## src/rtl/core/tlbmmu_pkg.sv

```systemverilog
// ============================================================================
// Two-level page translation TLB package
// Shared constants, payload structs, status codes and the control interface
// between the controller and the datapath.
// ============================================================================
package tlbmmu_pkg;

    localparam int OFFSET_BITS    = 12;
    localparam int INNER_BITS     = 10;
    localparam int TLB_ENTRIES    = 16;
    localparam int LEAF_DEPTH     = 4096;
    localparam int FRAME_BITS     = 14;

    localparam int VA_BITS        = 32;
    localparam int DIR_BITS       = VA_BITS - OFFSET_BITS - INNER_BITS;
    localparam int DIR_DEPTH      = 1 << DIR_BITS;
    localparam int TAG_BITS       = VA_BITS - OFFSET_BITS;
    localparam int TBLK_BITS      = 10;
    localparam int FRAME_IN_BITS  = 14;
    localparam int PA_BITS        = 26;
    localparam int CNT_BITS       = 32;
    localparam int LFSR_BITS      = 16;
    localparam int TLB_IDX_BITS   = $clog2(TLB_ENTRIES);
    localparam int LEAF_ADDR_BITS = $clog2(LEAF_DEPTH);
    localparam int LADDR_BITS     = TBLK_BITS + INNER_BITS;

    typedef enum logic [1:0] {
        ST_OK        = 2'd0,
        ST_MAPPED    = 2'd1,
        ST_FAULT     = 2'd2,
        ST_RANGE     = 2'd3
    } status_t;

    typedef enum logic {
        MODE_TRANSLATE = 1'b0,
        MODE_MAP       = 1'b1
    } mode_t;

    typedef struct packed {
        logic                     mode;
        logic [VA_BITS-1:0]       virtual_address;
        logic [TBLK_BITS-1:0]     table_block;
        logic [FRAME_IN_BITS-1:0] frame;
    } in_t;

    typedef struct packed {
        logic [PA_BITS-1:0]  physical_address;
        logic                tlb_hit;
        logic [1:0]          status;
        logic [CNT_BITS-1:0] hit_count;
        logic [CNT_BITS-1:0] miss_count;
    } out_t;

    typedef struct packed {
        logic                 valid;
        logic [TBLK_BITS-1:0] blk;
    } dir_entry_t;

    typedef struct packed {
        logic                  valid;
        logic [FRAME_BITS-1:0] frame;
    } leaf_entry_t;

    typedef struct packed {
        logic clear;
        logic load;
        logic dir_step;
        logic leaf_step;
    } cmd_t;

    typedef struct packed {
        logic clear_last;
    } stat_t;

endpackage

```

## src/rtl/core/tlbmmu_ctrl.sv

```systemverilog
// ============================================================================
// Translation controller
// Sequences the clearing pass and the three steps of each item.
// ============================================================================
module tlbmmu_ctrl (
    input  logic               clk,
    input  logic               rst_n,
    input  logic               start,
    input  tlbmmu_pkg::stat_t  stat,
    output tlbmmu_pkg::cmd_t   cmd,
    output logic               busy
);

    typedef enum logic [1:0] {
        S_CLEAR,
        S_IDLE,
        S_DIR,
        S_LEAF
    } state_t;

    state_t state_reg;
    state_t state_next;
    logic   busy_reg;
    logic   busy_next;

    always_comb
    begin
        state_next = state_reg;
        case (state_reg)
            S_CLEAR:
            begin
                if (stat.clear_last)
                begin
                    state_next = S_IDLE;
                end
            end
            S_IDLE:
            begin
                if (start)
                begin
                    state_next = S_DIR;
                end
            end
            S_DIR:   state_next = S_LEAF;
            S_LEAF:  state_next = S_IDLE;
            default: state_next = S_IDLE;
        endcase
        busy_next = (state_next != S_IDLE);
    end

    always_ff @(posedge clk or negedge rst_n)
    begin
        if (!rst_n)
        begin
            state_reg <= S_CLEAR;
            busy_reg  <= 1'b1;
        end
        else
        begin
            state_reg <= state_next;
            busy_reg  <= busy_next;
        end
    end

    assign busy          = busy_reg;
    assign cmd.clear     = (state_reg == S_CLEAR);
    assign cmd.load      = (state_reg == S_IDLE) && start;
    assign cmd.dir_step  = (state_reg == S_DIR);
    assign cmd.leaf_step = (state_reg == S_LEAF);

endmodule

```

## config.mk

```make
export PLATFORM = sky130hd
export DESIGN_NAME = tlbmmu_ctrl
export DESIGN_NICKNAME = d
export VERILOG_FILES = /design/src/rtl/core/tlbmmu_pkg.sv /design/src/rtl/core/tlbmmu_ctrl.sv
export SDC_FILE = /design/constraint.sdc
export NUM_CORES = 1
export LEC_CHECK = 0
export ABC_AREA = 1
export BUFFER_PORTS_ARGS = -buffer_cell sky130_fd_sc_hd__buf_2
export CAP_MARGIN = 20
export CORE_AREA = 2 2 39 41
export CTS_CLUSTER_SIZE = 10
export DETAILED_ROUTE_END_ITERATION = 8
export DIE_AREA = 0 0 41 43
export PLACE_DENSITY = 0.32
export SKIP_LAST_GASP = 1
export SLEW_MARGIN = 0
export SYNTH_ARGS = -nofsm -noshare
export SYNTH_HDL_FRONTEND = slang
export SYNTH_SLANG_ARGS = --single-unit
```

## constraint.sdc

```tcl
create_clock -name clk -period 0.95 [get_ports clk]
set_input_delay 0.0475 -clock clk [delete_from_list [all_inputs] [get_ports clk]]
set_output_delay 0.0475 -clock clk [all_outputs]
set_load 0.005 [all_outputs]
```

==> run summary <==
The clock buffer count from CTS came out at 3. The die is 41 um wide. The layout overhead on the synthesized area is 78.81%.

The simple-gate share of the synthesized area came out at 0.3220. The post-synth net total came out at 24. Yosys mapped a number of flops with a built-in enable equal to 0. The first-pass GRT wire length is 676 um. The count of unresolved DRC violations after routing came out at 0. The worst setup path is launched from a flip-flop.

The detailed-placement wirelength estimate came out at 332.2 um. In this run the standard cell core region covers 1384 um2. The total of max-cap violations is 0. The worst setup path is captured at a primary output.

The via count of the first global-routing pass is 160. The top-level I/O count came out at 9. Dividing the detail-routed wire length by the instance count gives 8.824 um. CTS placed an instance of sky130_fd_sc_hd__clkbuf_4 at the clock tree root. The number of vias per cell after detailed routing is 3.529. The number of I/O port buffers is 8.

TritonCTS built the clock tree. The total number of yosys warnings is 0. The proportion of register bits with asynchronous set or reset after synthesis came out at 1.000. The routed design uses 161 um of met2 wire.

The total detailed-routing wirelength came out at 450 um. The antenna diode count came out at 0. The number of flip-flops and latches in the synthesized netlist is 3.

Along the worst path, the maximum fanout reaches 6. The final count of hold timing violations came out at 0. The number of max-slew violations in the final report is 0.

The biggest area contributor in the post-synthesis netlist is sky130_fd_sc_hd__dfrtp_1. The area share of the largest cell type after synthesis is 0.3390. After detailed routing, the wire length on met1 is 204 um. For the worst-skew pair, the clock arrives at the later sink with an insertion delay of 0.24 ns. The floorplan has 14 rows. The largest vdd supply drop is 793.5 uV. The number of cells produced by synthesis is 20. The leakage power total is 0.1521 nW. The number of optimization iterations in the first detailed-route pass came out at 4. The checks that failed: setup timing.

The number of different library cells in the post-synthesis netlist is 9. The count of nets left with antenna violations once routing finished came out at 0. The path class of the tightest hold or removal check is primary input to flip-flop. For the worst setup path, the data required time is 0.90 ns. The fraction of synthesized cell area in xor and xnor cells is 0.

Once routing completed, OpenROAD measured the worst setup slack at -0.03317 ns. The most used flip-flop cell after synthesis is sky130_fd_sc_hd__dfrtp_1. The synthesized area is 147.6 um2. Measured against its own limit, the worst slew margin works out to 0.9123.

The number of violations reported at the end of detailed-routing iteration 0 came out at 13. The die extent in y is 43 um. In this run the number of H-tree levels came out at 1.

The share of the synthesized area in compound gates (AO/OA/AOI/OAI) came out at 0.03390. The share of cells above drive strength 1 came out at 0.5429. The run finished, with violations left. The arrival time of the worst setup path is 0.94 ns. The adder and majority cell fraction of the synthesized area came out at 0. The clock sink total came out at 3. The full die area is 1763 um2.

Static timing analysis puts the maximum clock frequency at 1017 MHz. The number of antenna violations at the first check in global routing is 0. The shortest clock period the worst path allows after layout came out at 0.9832 ns.

Dividing total power by cell area gives a power density of 3277 nW/um2. The effective utilization at floorplan came out at 0.1067. The clock-pin slew reported for the worst setup and hold paths after clock tree synthesis came out at 0.04 ns. Entering global routing, the biggest net connects 7 pins.

The net count of the finished layout is 40. Setup repair after global routing could not meet its margin everywhere. Final hold analysis gives a worst-case slack of 0.03611 ns. The register with the most flip-flops in the layout has 2 of them. By count the netlist is led by sky130_fd_sc_hd__nand2_1 (6), sky130_fd_sc_hd__inv_1 (4), sky130_fd_sc_hd__nor2_1 (3), sky130_fd_sc_hd__dfrtp_1 (2). The congestion estimate from routability-driven global placement came to 0.6365.

The via count is 180. The portion of synthesized area spent on multiplexers is 0. By area, the combinational part of the netlist is dominated by simple AND/OR/NAND/NOR gates. By instance count, the leading cell after synthesis is sky130_fd_sc_hd__nand2_1. The sequential fraction of the synthesis area is 0.5169. By area the synthesized netlist is led by sky130_fd_sc_hd__dfrtp_1 (34%), sky130_fd_sc_hd__dfstp_2 (18%), sky130_fd_sc_hd__nand2_1 (15%), sky130_fd_sc_hd__inv_1 (10%), sky130_fd_sc_hd__nor2_1 (7.6%). At the pin with the least slew margin, the transition time is 0.1315 ns. The sum of met3 wire segment lengths after detailed routing is 84 um.

Summing internal, switching and leakage power gives 865.0 uW. The final setup violation count came out at 4. The total grt overflow is 0.

The post-route fraction of the period consumed by the critical path is 1.035. The worst setup skew after layout came out at 0.003048 ns. The synthesized area per cell is 7.382 um2.

Counting along the longest clock path gives a buffer depth of 2. The total track usage is 0.06319. The highest metal layer with signal wires is met3. The worst setup path is of the flip-flop to primary output kind.
[power by group]
part	total (mW)	internal (mW)	switching, mW
Combinational	0.337	0.172	0.166
Sequential	0.298	0.217	0.0812
Clock	0.230	0.158	0.0718
[through the flow]
step,setup WS [ns],area [um2],util,std cells,setup TNS [ns]
floorplan,0.2095,147.6,-,20,0
global placement,0.1672,207.7,0.1501,44,0
detailed placement,0.1560,207.7,0.1501,44,0
CTS,-0.05784,251.5,0.1817,50,-0.1767
global route,-0.07316,264.0,0.1908,51,-0.2747
finish,-0.03317,264.0,0.1908,51,-0.07007
[layer usage]
layer | vias to the layer above | track usage
met5 | - | 0
met4 | 0 | 0.04000
met3 | 0 | 0.06806
met2 | 13 | 0.06563
met1 | 79 | 0.07372
li1 | 88 | -
[cells by family after synthesis]
family                 after synthesis
AND/OR/NAND/NOR                     11
buffers and inverters                5
flip-flops                           3
AO/OA/AOI/OAI                        1
[what timing repair did]
item                                   in CTS  in global routing
endpoints found under the hold margin       3                  0
pin swaps                                   0                  0
gates resized for setup                     0                  3
buffers inserted                            1                  1
hold buffers                                1                  0
setup endpoints to repair                   4                  4
gates cloned                                0                  0
[worst paths after layout]
path                                    from      endpoint  slack (ns)  cells past startpoint
worst max-delay path            state_reg[0]        cmd[0]       -0.03                      3
worst min-delay path                    stat          busy        0.04                      4
worst max register to register  state_reg[0]  state_reg[1]        0.07                      5
worst min register to register  state_reg[1]  state_reg[0]        0.55                      2
max in group asynchronous              rst_n          busy        0.62                      2
min in group asynchronous              rst_n  state_reg[0]        0.14                      2
[cell usage in the layout (no fill, tap or decap), drive strengths merged]
cell type,Yosys,routed
a21oi,1,1
buf,0,10
clkbuf,0,4
dfrtp,2,2
dfstp,1,1
dlygate4sd3,0,1
inv,5,5
nand2,7,7
nand3b,1,1
nor2,3,3
[worst max-delay path: stages, from the launching register on]
cell                      delay [ns]
sky130_fd_sc_hd__dfrtp_2        0.44
sky130_fd_sc_hd__nand2_1        0.10
sky130_fd_sc_hd__inv_1          0.04
sky130_fd_sc_hd__buf_2          0.11
[final cells by class]
type / count / area, um2
fillers: 157 / 1120
flip-flops and latches: 3 / 78.83
repair buffers: 11 / 65.06
multi-input cells: 12 / 55.05
clock buffers: 4 / 26.28
well taps: 16 / 20.02
inverters: 5 / 18.77
No activity file was read; power rests on OpenSTA's default activity.
